**src/hw/rtl/tlbpt_pkg.sv**
```systemverilog
`default_nettype none

package tlbpt_pkg;

    localparam int TLB_ENTRIES_DEF = 32;
    localparam int SLOT_W          = 5;
    localparam int VA_W            = 64;
    localparam int PA_W            = 32;
    localparam int ASID_W          = 8;
    localparam int MASK_W          = 12;
    localparam int PFN_W           = 20;
    localparam int VPN_W           = 27;
    localparam int S_DATA_W        = 200;
    localparam int M_DATA_W        = 48;
    localparam int APB_ADDR_W      = 3;
    localparam int APB_DATA_W      = 32;

    localparam logic       CMD_WRITE     = 1'b0;
    localparam logic       CMD_TRANSLATE = 1'b1;

    localparam logic       REG_ASID      = 1'b0;

    localparam logic [1:0] FAULT_NONE    = 2'd0;
    localparam logic [1:0] FAULT_MISS    = 2'd1;
    localparam logic [1:0] FAULT_INVALID = 2'd2;
    localparam logic [1:0] FAULT_MOD     = 2'd3;

    typedef struct packed {
        logic [1:0]        region;
        logic [VPN_W-1:0]  vpn;
        logic [ASID_W-1:0] asid;
        logic [MASK_W-1:0] mask;
        logic              glob;
        logic [PFN_W-1:0]  pfn_even;
        logic              dirty_even;
        logic              valid_even;
        logic [PFN_W-1:0]  pfn_odd;
        logic              dirty_odd;
        logic              valid_odd;
    } t_tlb_entry;

    // packed so that translated sits in bit 0
    typedef struct packed {
        logic [SLOT_W-1:0] found_slot;
        logic              entry_found;
        logic [1:0]        fault_code;
        logic [PA_W-1:0]   physical_address;
        logic              translated;
    } t_result;

    typedef struct packed {
        logic accept;
        logic wr_entry;
        logic scanning;
        logic cap_write;
        logic cap_hit;
        logic cap_miss;
        logic load_out;
    } t_dp_cmd;

    typedef struct packed {
        logic hit;
    } t_dp_status;

endpackage

`default_nettype wire

```
**src/hw/rtl/tlb_probe_translate.sv**
```systemverilog
`default_nettype none

// Joint TLB with TLB_ENTRIES fully associative entries, each mapping an even/odd
// page pair. A write word (tuser 0) loads one entry, and its result word, all
// zero, passes through the done state into the output register. A translate
// word (tuser 1) scans the entry store one entry per cycle through its
// registered read port and stops at the lowest matching entry; its result then
// passes through the done state into the output register. One word is in work
// at a time; the next is accepted as soon as the previous result has moved into
// the output register, even while that result waits to be taken. The store
// reads as all zero after reset through per-entry valid bits, so no clearing
// pass is run. current_asid sits at APB byte address 0 and resets to 0.

module tlb_probe_translate
    import tlbpt_pkg::*;
#(
    parameter int TLB_ENTRIES = TLB_ENTRIES_DEF
) (
    input  wire                     i_clk,
    input  wire                     i_rst_n,
    input  wire                     i_s_tvalid,
    output logic                    o_s_tready,
    // slot[4:0], virtual_address[68:5], is_store[69], entry_high[133:70],
    // page_mask[145:134], global_flag[146], entry_low_even[172:147],
    // entry_low_odd[198:173], zero pad[199]
    input  wire  [S_DATA_W-1:0]     i_s_tdata,
    // command[0]
    input  wire                     i_s_tuser,
    output logic                    o_m_tvalid,
    input  wire                     i_m_tready,
    // translated[0], physical_address[32:1], fault_code[34:33],
    // entry_found[35], found_slot[40:36], zero pad[47:41]
    output logic [M_DATA_W-1:0]     o_m_tdata,
    input  wire                     psel,
    input  wire                     penable,
    input  wire                     pwrite,
    input  wire  [APB_ADDR_W-1:0]   paddr,
    input  wire  [APB_DATA_W-1:0]   pwdata,
    output logic [APB_DATA_W-1:0]   prdata,
    output logic                    pready
);

    localparam int IW = $clog2(TLB_ENTRIES);

    logic [ASID_W-1:0] r_asid;
    t_dp_cmd           dp_cmd;
    t_dp_status        dp_status;
    t_result           result;
    logic [IW-1:0]     scan_idx;
    logic              cfg_wr;

    assign pready = 1'b1;
    assign cfg_wr = psel && penable && pwrite && pready;

    always_ff @(posedge i_clk) begin
        if (!i_rst_n) begin
            r_asid <= '0;
        end else if (cfg_wr && (paddr[2] == REG_ASID)) begin
            r_asid <= pwdata[ASID_W-1:0];
        end
    end

    assign prdata = (paddr[2] == REG_ASID) ? {{(APB_DATA_W-ASID_W){1'b0}}, r_asid} : '0;

    tlbpt_ctrl #(
        .TLB_ENTRIES (TLB_ENTRIES)
    ) u_ctrl (
        .i_clk      (i_clk),
        .i_rst_n    (i_rst_n),
        .i_s_tvalid (i_s_tvalid),
        .i_command  (i_s_tuser),
        .i_m_tready (i_m_tready),
        .i_status   (dp_status),
        .o_s_tready (o_s_tready),
        .o_m_tvalid (o_m_tvalid),
        .o_cmd      (dp_cmd),
        .o_idx      (scan_idx)
    );

    tlbpt_datapath #(
        .TLB_ENTRIES (TLB_ENTRIES)
    ) u_datapath (
        .i_clk             (i_clk),
        .i_rst_n           (i_rst_n),
        .i_cmd             (dp_cmd),
        .i_idx             (scan_idx),
        .i_asid            (r_asid),
        .i_entry_slot      (i_s_tdata[4:0]),
        .i_virtual_address (i_s_tdata[68:5]),
        .i_is_store        (i_s_tdata[69]),
        .i_entry_high      (i_s_tdata[133:70]),
        .i_page_mask       (i_s_tdata[145:134]),
        .i_global_flag     (i_s_tdata[146]),
        .i_entry_low_even  (i_s_tdata[172:147]),
        .i_entry_low_odd   (i_s_tdata[198:173]),
        .o_status          (dp_status),
        .o_result          (result)
    );

    assign o_m_tdata = {{(M_DATA_W-$bits(t_result)){1'b0}}, result};

    // not ready again in the cycle after an accepted word
    a_busy_after_accept: assert property (@(posedge i_clk) disable iff (!i_rst_n)
        (i_s_tvalid && o_s_tready) |=> !o_s_tready)
        else $error("input taken on the cycle after an accept");

    a_translated_clean: assert property (@(posedge i_clk) disable iff (!i_rst_n)
        (o_m_tvalid && o_m_tdata[0]) |->
            (o_m_tdata[34:33] == FAULT_NONE) && o_m_tdata[35])
        else $error("translated result carries a fault or no entry");

    a_miss_empty: assert property (@(posedge i_clk) disable iff (!i_rst_n)
        (o_m_tvalid && (o_m_tdata[34:33] == FAULT_MISS)) |->
            (o_m_tdata[40:35] == '0) && (o_m_tdata[32:0] == '0))
        else $error("miss result with entry or address set");

    a_fault_no_address: assert property (@(posedge i_clk) disable iff (!i_rst_n)
        (o_m_tvalid && ((o_m_tdata[34:33] == FAULT_INVALID) ||
                        (o_m_tdata[34:33] == FAULT_MOD))) |->
            o_m_tdata[35] && (o_m_tdata[32:0] == '0))
        else $error("fault result with address or without entry");

endmodule

`default_nettype wire

```
**src/hw/rtl/tlbpt_datapath.sv**
```systemverilog
`default_nettype none

module tlbpt_datapath
    import tlbpt_pkg::*;
#(
    parameter int TLB_ENTRIES = TLB_ENTRIES_DEF,
    localparam int IW = $clog2(TLB_ENTRIES)
) (
    input  wire                    i_clk,
    input  wire                    i_rst_n,
    input  t_dp_cmd                i_cmd,
    input  wire  [IW-1:0]          i_idx,
    input  wire  [ASID_W-1:0]      i_asid,
    input  wire  [SLOT_W-1:0]      i_entry_slot,
    input  wire  [VA_W-1:0]        i_virtual_address,
    input  wire                    i_is_store,
    input  wire  [VA_W-1:0]        i_entry_high,
    input  wire  [MASK_W-1:0]      i_page_mask,
    input  wire                    i_global_flag,
    input  wire  [25:0]            i_entry_low_even,
    input  wire  [25:0]            i_entry_low_odd,
    output t_dp_status             o_status,
    output t_result                o_result
);

    t_tlb_entry r_mem [TLB_ENTRIES];
    logic [TLB_ENTRIES-1:0] r_valid;

    t_tlb_entry r_rd;
    logic       r_rd_v;
    logic [VA_W-1:0] r_va;
    logic       r_store;
    t_result    r_res;
    t_result    r_out;

    logic [IW+SLOT_W-1:0] slot_ext;
    logic [IW+SLOT_W-1:0] idx_ext;
    logic [IW-1:0]        wr_addr;
    logic [IW-1:0]        rd_addr;
    logic                 slot_ok;
    t_tlb_entry           wr_ent;
    t_tlb_entry           ent;
    logic [VPN_W-1:0]     keep;
    logic                 vpn_ok;
    logic                 asid_ok;
    logic [MASK_W:0]      mask_p1;
    logic                 odd;
    logic [PFN_W-1:0]     pfn;
    logic                 lo_dirty;
    logic                 lo_valid;
    t_result              hit_res;

    assign slot_ext = {{IW{1'b0}}, i_entry_slot};
    assign wr_addr  = slot_ext[IW-1:0];
    assign slot_ok  = 32'(i_entry_slot) < 32'(TLB_ENTRIES);
    assign idx_ext  = {{SLOT_W{1'b0}}, i_idx};
    assign rd_addr  = i_cmd.scanning ? IW'(i_idx + 1'b1) : '0;

    always_comb begin
        wr_ent            = '0;
        wr_ent.region     = i_entry_high[63:62];
        wr_ent.vpn        = i_entry_high[39:13];
        wr_ent.asid       = i_entry_high[7:0];
        wr_ent.mask       = i_page_mask;
        wr_ent.glob       = i_global_flag;
        wr_ent.pfn_even   = i_entry_low_even[25:6];
        wr_ent.dirty_even = i_entry_low_even[2];
        wr_ent.valid_even = i_entry_low_even[1];
        wr_ent.pfn_odd    = i_entry_low_odd[25:6];
        wr_ent.dirty_odd  = i_entry_low_odd[2];
        wr_ent.valid_odd  = i_entry_low_odd[1];
    end

    always_ff @(posedge i_clk) begin
        if (i_cmd.wr_entry && slot_ok) begin
            r_mem[wr_addr] <= wr_ent;
        end
        r_rd <= r_mem[rd_addr];
    end

    // entries never written read as the all-zero reset entry
    always_ff @(posedge i_clk) begin
        if (!i_rst_n) begin
            r_valid <= '0;
            r_rd_v  <= 1'b0;
        end else begin
            if (i_cmd.wr_entry && slot_ok) begin
                r_valid[wr_addr] <= 1'b1;
            end
            r_rd_v <= r_valid[rd_addr];
        end
    end

    always_ff @(posedge i_clk) begin
        if (i_cmd.accept) begin
            r_va    <= i_virtual_address;
            r_store <= i_is_store;
        end
    end

    always_comb begin
        ent      = r_rd_v ? r_rd : '0;
        keep     = {{(VPN_W-MASK_W){1'b1}}, ~ent.mask};
        vpn_ok   = (ent.region == r_va[63:62]) &&
                   (((ent.vpn ^ r_va[39:13]) & keep) == '0);
        asid_ok  = ent.glob || (ent.asid == i_asid);
        mask_p1  = {1'b0, ent.mask} + 13'd1;
        odd      = |(r_va[24:12] & mask_p1);
        pfn      = odd ? ent.pfn_odd   : ent.pfn_even;
        lo_dirty = odd ? ent.dirty_odd : ent.dirty_even;
        lo_valid = odd ? ent.valid_odd : ent.valid_even;

        hit_res             = '0;
        hit_res.entry_found = 1'b1;
        hit_res.found_slot  = idx_ext[SLOT_W-1:0];
        if (!lo_valid) begin
            hit_res.fault_code = FAULT_INVALID;
        end else if (r_store && !lo_dirty) begin
            hit_res.fault_code = FAULT_MOD;
        end else begin
            hit_res.fault_code       = FAULT_NONE;
            hit_res.translated       = 1'b1;
            hit_res.physical_address = {pfn, 12'h000} |
                                       (r_va[31:0] & {8'h00, ent.mask, 12'hFFF});
        end
    end

    assign o_status.hit = vpn_ok && asid_ok;

    always_ff @(posedge i_clk) begin
        if (i_cmd.cap_write) begin
            r_res <= '0;
        end else if (i_cmd.cap_hit) begin
            r_res <= hit_res;
        end else if (i_cmd.cap_miss) begin
            r_res            <= '0;
            r_res.fault_code <= FAULT_MISS;
        end
        if (i_cmd.load_out) begin
            r_out <= r_res;
        end
    end

    assign o_result = r_out;

endmodule

`default_nettype wire

```
**src/hw/rtl/tlbpt_ctrl.sv**
```systemverilog
`default_nettype none

module tlbpt_ctrl
    import tlbpt_pkg::*;
#(
    parameter int TLB_ENTRIES = TLB_ENTRIES_DEF,
    localparam int IW = $clog2(TLB_ENTRIES)
) (
    input  wire              i_clk,
    input  wire              i_rst_n,
    input  wire              i_s_tvalid,
    input  wire              i_command,
    input  wire              i_m_tready,
    input  t_dp_status       i_status,
    output logic             o_s_tready,
    output logic             o_m_tvalid,
    output t_dp_cmd          o_cmd,
    output logic [IW-1:0]    o_idx
);

    localparam logic [1:0] ST_IDLE = 2'd0;
    localparam logic [1:0] ST_SCAN = 2'd1;
    localparam logic [1:0] ST_DONE = 2'd2;

    localparam logic [IW-1:0] LAST_IDX = IW'(TLB_ENTRIES - 1);

    logic [1:0]    r_state,     n_state;
    logic [IW-1:0] r_idx,       n_idx;
    logic          r_out_valid, n_out_valid;
    logic          accept;

    assign accept = i_s_tvalid && (r_state == ST_IDLE);

    always_comb begin
        n_state     = r_state;
        n_idx       = r_idx;
        n_out_valid = r_out_valid;
        o_cmd          = '0;
        o_cmd.accept   = accept;
        o_cmd.scanning = (r_state == ST_SCAN);

        if (r_out_valid && i_m_tready) begin
            n_out_valid = 1'b0;
        end

        unique case (r_state)
            ST_IDLE: begin
                if (accept) begin
                    if (i_command == CMD_WRITE) begin
                        o_cmd.wr_entry  = 1'b1;
                        o_cmd.cap_write = 1'b1;
                        n_state         = ST_DONE;
                    end else begin
                        n_idx   = '0;
                        n_state = ST_SCAN;
                    end
                end
            end
            ST_SCAN: begin
                // lowest matching entry wins: stop at the first hit
                if (i_status.hit) begin
                    o_cmd.cap_hit = 1'b1;
                    n_state       = ST_DONE;
                end else if (r_idx == LAST_IDX) begin
                    o_cmd.cap_miss = 1'b1;
                    n_state        = ST_DONE;
                end else begin
                    n_idx = IW'(r_idx + 1'b1);
                end
            end
            ST_DONE: begin
                if (!r_out_valid || i_m_tready) begin
                    o_cmd.load_out = 1'b1;
                    n_out_valid    = 1'b1;
                    n_state        = ST_IDLE;
                end
            end
            default: begin
                n_state = ST_IDLE;
            end
        endcase
    end

    always_ff @(posedge i_clk) begin
        if (!i_rst_n) begin
            r_state     <= ST_IDLE;
            r_idx       <= '0;
            r_out_valid <= 1'b0;
        end else begin
            r_state     <= n_state;
            r_idx       <= n_idx;
            r_out_valid <= n_out_valid;
        end
    end

    assign o_s_tready = (r_state == ST_IDLE);
    assign o_m_tvalid = r_out_valid;
    assign o_idx      = r_idx;

endmodule

`default_nettype wire
```
**config.mk**
```make
export PLATFORM = sky130hd
export DESIGN_NAME = tlb_probe_translate
export DESIGN_NICKNAME = d
export VERILOG_FILES = /design/src/hw/rtl/tlbpt_pkg.sv /design/src/hw/rtl/tlb_probe_translate.sv /design/src/hw/rtl/tlbpt_datapath.sv /design/src/hw/rtl/tlbpt_ctrl.sv
export SDC_FILE = /design/constraint.sdc
export NUM_CORES = 2
export LEC_CHECK = 0
export ABC_AREA = 1
export BUFFER_PORTS_ARGS = -buffer_cell sky130_fd_sc_hd__buf_2
export CORE_MARGIN = 2
export CORE_UTILIZATION = 45
export CTS_CLUSTER_SIZE = 8
export DETAILED_ROUTE_END_ITERATION = 16
export PLACE_DENSITY = 0.67
export SLEW_MARGIN = 40
export SYNTH_ARGS = -nofsm -noshare
export SYNTH_HDL_FRONTEND = slang
export SYNTH_SLANG_ARGS = --single-unit
```
**constraint.sdc**
```tcl
create_clock -name i_clk -period 7.3 [get_ports i_clk]
set_input_delay 0.73 -clock i_clk [delete_from_list [all_inputs] [get_ports i_clk]]
set_output_delay 0.73 -clock i_clk [all_outputs]
set_load 0.005 [all_outputs]
```
After elaboration in Yosys (flattened, before gate mapping):

Memory sizes are Yosys's and may differ from the RTL's. A register that Yosys moved wholly into a read port is not among the register bits.
Index checks and enable logic that the tools add are counted.
Widths: inputs -> output; s select.

* register bits: 196
* bits in writable memories: 3008
* output and inout bits: 83
* logic and storage cells: 104
* memories: 1

* add/sub/neg operators: 2
* order comparisons: 3
* eq/ne operators: 11
* multiplexer cells: 41
* bitwise logic cells: 8
* reduce and logical (&&, ||, !) cells: 20

Memory list
* u_datapath.r_mem: words 32, bits a word 94, rd ports 1, clocked after memory_dff 1, write ports 1, RTL line tlbpt_datapath.sv:26 `t_tlb_entry r_mem [TLB_ENTRIES];`

Operator list (number)
* $mux 94: 1
* $mux 41: 2
* $mux 33: 2
* $or 32x32->32: 2
* $and 32x24->32: 1
* $and 27x27->27: 1
* $logic_not 27->1: 1
* $xor 27x27->27: 1
* $mux 5: 5
* $mux 20: 1
* $mux 1: 17
* $mux 2: 8
* $add 12x1->13 const B: 1
* $and 13x13->13: 1
* $reduce_or 13->1: 1
* $lt 5x6->1 const B: 2
* $not 12->12: 1
* $pmux 5 s2: 1
* $logic_and 1x1->1: 9
* $eq 8x8->1: 1
* $mux 8: 1
* $ne 2x1->1 const B: 3
* $pmux 2 s3: 1
* $add 5x1->5 const B: 1
* other kinds (16): 20

Logic depth before layout (Yosys ltp):

* word-level depth: 10
* gate-level depth with buffers: 20
* depth with buffers taken out: 18

Modules after synthesis:

Synthesis repeated with hierarchy kept, for this count alone.

* cells, all modules: 9224
* area, all modules: 127776.3 µm²

By module, submodules not included
* tlbpt_datapath: instances 1, cells an instance 9038, area each 126546.4 µm²
* tlb_probe_translate: instances 1, cells an instance 107, area each 721.9 µm²
* tlbpt_ctrl: instances 1, cells an instance 79, area each 508.0 µm²

Least setup slack after synthesis:

OpenSTA, ideal clock, no wires.

* path type: input to register
* start: input i_s_tvalid
* end: memory u_datapath.r_mem[28][0] in the netlist's numbering (enable)
* arrival: 5.536 ns
* required time: 6.751 ns
* slack: 1.214 ns
* stages on the path: 5
* path buffers: 1
* path through: inv_1 nor3_1 clkbuf_1 nand4_1 nor2_1

* cells in the longest elaborated chain, start to end: 5

Ends and longest elaborated chain
* start: declaration: RTL line tlb_probe_translate.sv:21 `input wire i_s_tvalid,`
* $logic_and 1x1->1: RTL line tlbpt_ctrl.sv:32 `assign accept = i_s_tvalid && (r_state == ST_IDLE);`
* $mux 1: RTL line tlbpt_ctrl.sv:48 `if (accept) begin`
* $mux 1: RTL line tlbpt_ctrl.sv:46 `unique case (r_state)`
* $mux 1: RTL line tlbpt_datapath.sv:75 `if (i_cmd.wr_entry && slot_ok) begin`
* $mux 1 (implied by the code): RTL line tlbpt_datapath.sv:76 `r_mem[wr_addr] <= wr_ent;`
* end: declaration: RTL line tlbpt_datapath.sv:26

Every way passes these cells.

Final worst setup path:

* start: register u_datapath.r_rd_v
* end: register u_datapath.r_res[23] in the netlist's numbering

* cells in the longest elaborated chain, start to end: 10
* elaborated cells between the ends (all ways): 27
* classes of those cells: 1 x add/sub; 2 x eq/ne; 10 x mux; 6 x bitwise; 8 x reduce/logical

Ends and longest elaborated chain
* start: declaration: RTL line tlbpt_datapath.sv:30 `logic r_rd_v;`
* start signal: assignment: RTL line tlbpt_datapath.sv:90 `r_rd_v <= r_valid[rd_addr];`
* $mux 94 (*): RTL line tlbpt_datapath.sv:102 `ent = r_rd_v ? r_rd : '0;`
* $add 12x1->13: RTL line tlbpt_datapath.sv:107 `mask_p1 = {1'b0, ent.mask} + 13'd1;`
* $and 13x13->13: RTL line tlbpt_datapath.sv:108 `odd = |(r_va[24:12] & mask_p1);`
* $reduce_or 13->1: RTL line tlbpt_datapath.sv:108
* $mux 1: RTL line tlbpt_datapath.sv:110 `lo_dirty = odd ? ent.dirty_odd : ent.dirty_even;`
* $logic_not 1->1: RTL line tlbpt_datapath.sv:118 `end else if (r_store && !lo_dirty) begin`
* $logic_and 1x1->1: RTL line tlbpt_datapath.sv:118
* $mux 33: RTL line tlbpt_datapath.sv:118
* $mux 33: RTL line tlbpt_datapath.sv:116 `if (!lo_valid) begin`
* $mux 41: RTL line tlbpt_datapath.sv:133 `end else if (i_cmd.cap_hit) begin`
* end signal: assignment: RTL line tlbpt_datapath.sv:134 `r_res <= hit_res;`
* end: declaration: RTL line tlbpt_datapath.sv:33 `t_result r_res;`

Mark *: on every way between the ends. The rest lies on a longest branch, timed or not.
A chain may end at the register's enable or synchronous reset.

==> out/metrics.csv <==
stage;metric;value;unit
power;Leak Pwr;49.2;nW
floorplan;row count;194;
job;max-cap viol count;0;
routing;Routed WL;372000;um
timing;crit share post-route;62.6;%
cts;post-CTS sizing;0;
global_routing;largest net degree at the start of global routing;186;
critical_path;CP endpoint kind;flip-flop;
critical_path;CP Max Fanout;51;
floorplan;DIE HEIGHT;535;um
global_routing;first-pass GRT wire length;536000;um
routing;final antenna-violating net count;0;
final_layout;fraction of layout cells with a size suffix above 1;8.96;%
yosys;Post-synth EDFFs;3092;
placed_design;placed cells;13200;
timing;fin crit period;4.57;ns
global_routing;Remaining Overflow, GRT;0;
placed_design;RePlAce Congestion;0.841;
cts;CTS root buf;clkbuf_16;
yosys;Mapped Cells;9818;
run_status;outcome;finished, final reports clean;
power;pwr dens;292;nW/um^2
global_routing;initial antenna violation count;51;
routing;Via density;5.98;
timing;Rel. slew slack;33.7;%
final_layout;Design Area, Final;146000;um^2
global_routing;vias in the first global route;81200;
floorplan;Ports;326;
yosys;Syn Std Cell Area;127000;um^2
placed_design;area of placed instances;132000;um^2
global_routing;all-layer global routing usage;25.3;%
yosys;Synth area leaders;edfxtp_1, nand2_1, nand3_1;
critical_path;r2r setup slk;2.73;ns
yosys;YS warnings;0;
cts;CTS Buffer Depth;4;
yosys;Synth Register Bits;3276;
placed_design;HPWL after detailed placement;173000;um
cts;H-tree levels;5;
timing;Worst Max-Slew Pin Slew;0.995;ns
final_layout;synthesis-to-finish area growth;14.9;%
cts;clock sinks;3276;
min_path;Hold Crit Class;in2reg;
yosys;syn_area_per_cell;12.9;um^2
routing;Residual DRC;0;
critical_path;critical path arrival;5.32;ns
cts;worst-skew pair later-pin latency;0.95;ns
timing;final setup fails;0;
timing;Slew Limit Fails;0;
routing;initial DRC count;11200;
routing;Vias;84200;
yosys;async set-reset flop share out of synthesis;0;%
timing;f_max;219;MHz
timing;total negative slack;0;ns
cts;TritonCTS clock tree;done;
placed_design;IO buf count;209;
critical_path;CP startpoint kind;flip-flop;
yosys;post-synth top area share;73.3;%
cts;Worst-path clk slew;0.06;ns
timing;Worst Skew;0.0783;ns
yosys;post-synthesis sequential area ratio;76.2;%
critical_path;Crit Path Class;reg2reg;
yosys;synth unique cells;34;
timing;final hold violation count;0;
floorplan;Die X-Extent;535;um
critical_path;CP required;8.06;ns
cts;Setup Fix Bufs, Post-CTS;0;
routing;routed wire length per instance;26.4;um
timing;RSZ-0062 raised after global routing;no;
routing;DRT Pass-1 Iters;6;
floorplan;Starting Density;45.3;%
yosys;top_reg_cell synth;edfxtp_1;
power;Peak VDD IR;0.000204;V
floorplan;DIE AREA;286000;um^2
final_layout;fin nets;10200;
final_layout;non-filler cells, final;14100;
yosys;cell taking the most area after synthesis;edfxtp_1;
floorplan;core region area;280000;um^2
cts;total CTS buffers;453;
final_layout;Layout fillers;22600;
[layout by cell type, fill, tap and decap left out, types with 10 or more instances in the layout]
cell and count:
nor2_4 40, a21oi_1 153, a311oi_1 94, nand2_1 2581, dlygate4sd3_1 25, diode_2 25
dfxtp_1 182, buf_8 10, buf_4 71, edfxtp_1 3092, buf_12 62, nand3_1 1776
o21ai_1 95, o22ai_1 754, buf_2 209, clkbuf_1 329, nand4_1 39, xor2_1 13
o21ai_0 33, clkbuf_16 456, nor2_1 116, buf_16 15, inv_1 53, conb_1 32
xnor2_1 10, or2_2 10
[cell type report]
| class | count | area (um^2) | share of cell area (%) |
|---|---|---|---|
| multi-input combinational | 5781 | 27300 | 18.8 |
| clock buffer | 786 | 12700 | 8.69 |
| tap | 3724 | 4660 | 3.20 |
| timing repair buffer | 400 | 3720 | 2.56 |
| sequential | 3276 | 96500 | 66.3 |
| inverter | 69 | 299 | 0.205 |
| antenna | 25 | 62.6 | 0.0430 |
| clock inverter | 19 | 360 | 0.247 |
[cells by family (layout without fill, tap and decap cells)]
logic type	after synthesis	in the layout	synth area share (%)
AO/OA/AOI/OAI	1140	1140	5.55
XOR/XNOR	24	24	0.166
adder cells (fa/ha/maj)	3	3	0.0296
buffers and inverters	791	1274	2.58
flip-flops	3276	3276	76.2
other	2	57	0.00593
AND/OR/NAND/NOR	4582	4582	15.5
[cell usage after synthesis, types with 3 or more instances]
master	number
clkinv_1	3
nor2_1	153
nor2_2	4
buf_1	63
ha_1	3
dfxtp_1	184
o21ai_0	33
xor2_1	13
nand3b_1	4
nor3_1	7
or2_2	10
buf_2	128
buf_4	37
o22ai_1	754
inv_2	12
nand4_1	39
o21ai_1	95
nand3_1	1776
clkbuf_1	494
a311oi_1	94
inv_1	54
edfxtp_1	3092
a21oi_1	153
xnor2_1	11
nand2_1	2583
o211ai_1	8
[path summary, 6_finish.rpt]
check / start / endpoint / cells past startpoint
worst max register to register: u_datapath.r_rd_v / u_datapath.r_res[23] / 16
worst min register to register: u_datapath.r_res[8] / u_datapath.o_result[8] / 0
worst min-delay path: i_s_tdata[23] / u_datapath.r_va[18] / 1
worst max-delay path: u_datapath.r_rd_v / u_datapath.r_res[23] / 16
[sequential cells by signal (all words and copies together), names as in the netlist]
name,flops
u_ctrl.o_idx,5
u_ctrl.r_state,2
u_datapath.r_rd_v,1
u_datapath.r_store,1
u_datapath.o_result,41
u_datapath.r_va,42
u_datapath.r_rd,94
u_ctrl.o_m_tvalid,1
u_datapath.r_valid,32
u_datapath.r_mem,3008
r_asid,8
u_datapath.r_res,41
[per-layer routing]
metal / routed length [um] / vias to the layer above / track usage, %
met5: 141 / - / 0
met4: 21700 / 26 / 14.3
met3: 36700 / 990 / 4.25
met2: 179000 / 5067 / 42.1
met1: 135000 / 41500 / 31.4
li1: - / 36600 / -
[power by group]
group	leakage, nW	internal, mW	switching, mW
clock	6.16	11.6	7.60
combinational	13.7	0.638	1.76
sequential	29.4	20.8	0.155
total	49.2	33.0	9.51
[through the flow]
step	power, mW	setup WS [ns]	utilization, %	hold WS (ns)
after floorplan	22.7	1.21	-	0.409
after global placement	23.5	2.53	47.1	0.413
after detailed placement	23.6	2.92	47.2	0.418
after CTS	42.6	2.88	52.0	0.0705
after global routing	43.7	2.43	52.1	0.0832
final	42.5	2.73	52.1	0.105
[worst max-delay path, stage by stage (launching register included)]
cell	delay, ns
dfxtp_4	0.84
buf_4	0.58
nand2_1	0.21
inv_2	0.11
nand2_1	0.05
nor2_1	0.26
nand3_1	0.12
nand3_1	0.10
nand2_1	0.07
nor2_2	0.18
buf_4	0.34
nand2_1	0.09
buf_4	0.25
nand2_1	0.14
nand3_4	0.52
nand4_1	0.32
a21oi_1	0.09
[repair_timing]
action                                 in CTS  in global routing
hold buffers                               25                  0
setup endpoints to repair                   0                  0
endpoints found under the hold margin      25                  0
No activity file was read; power rests on OpenSTA's default activity.
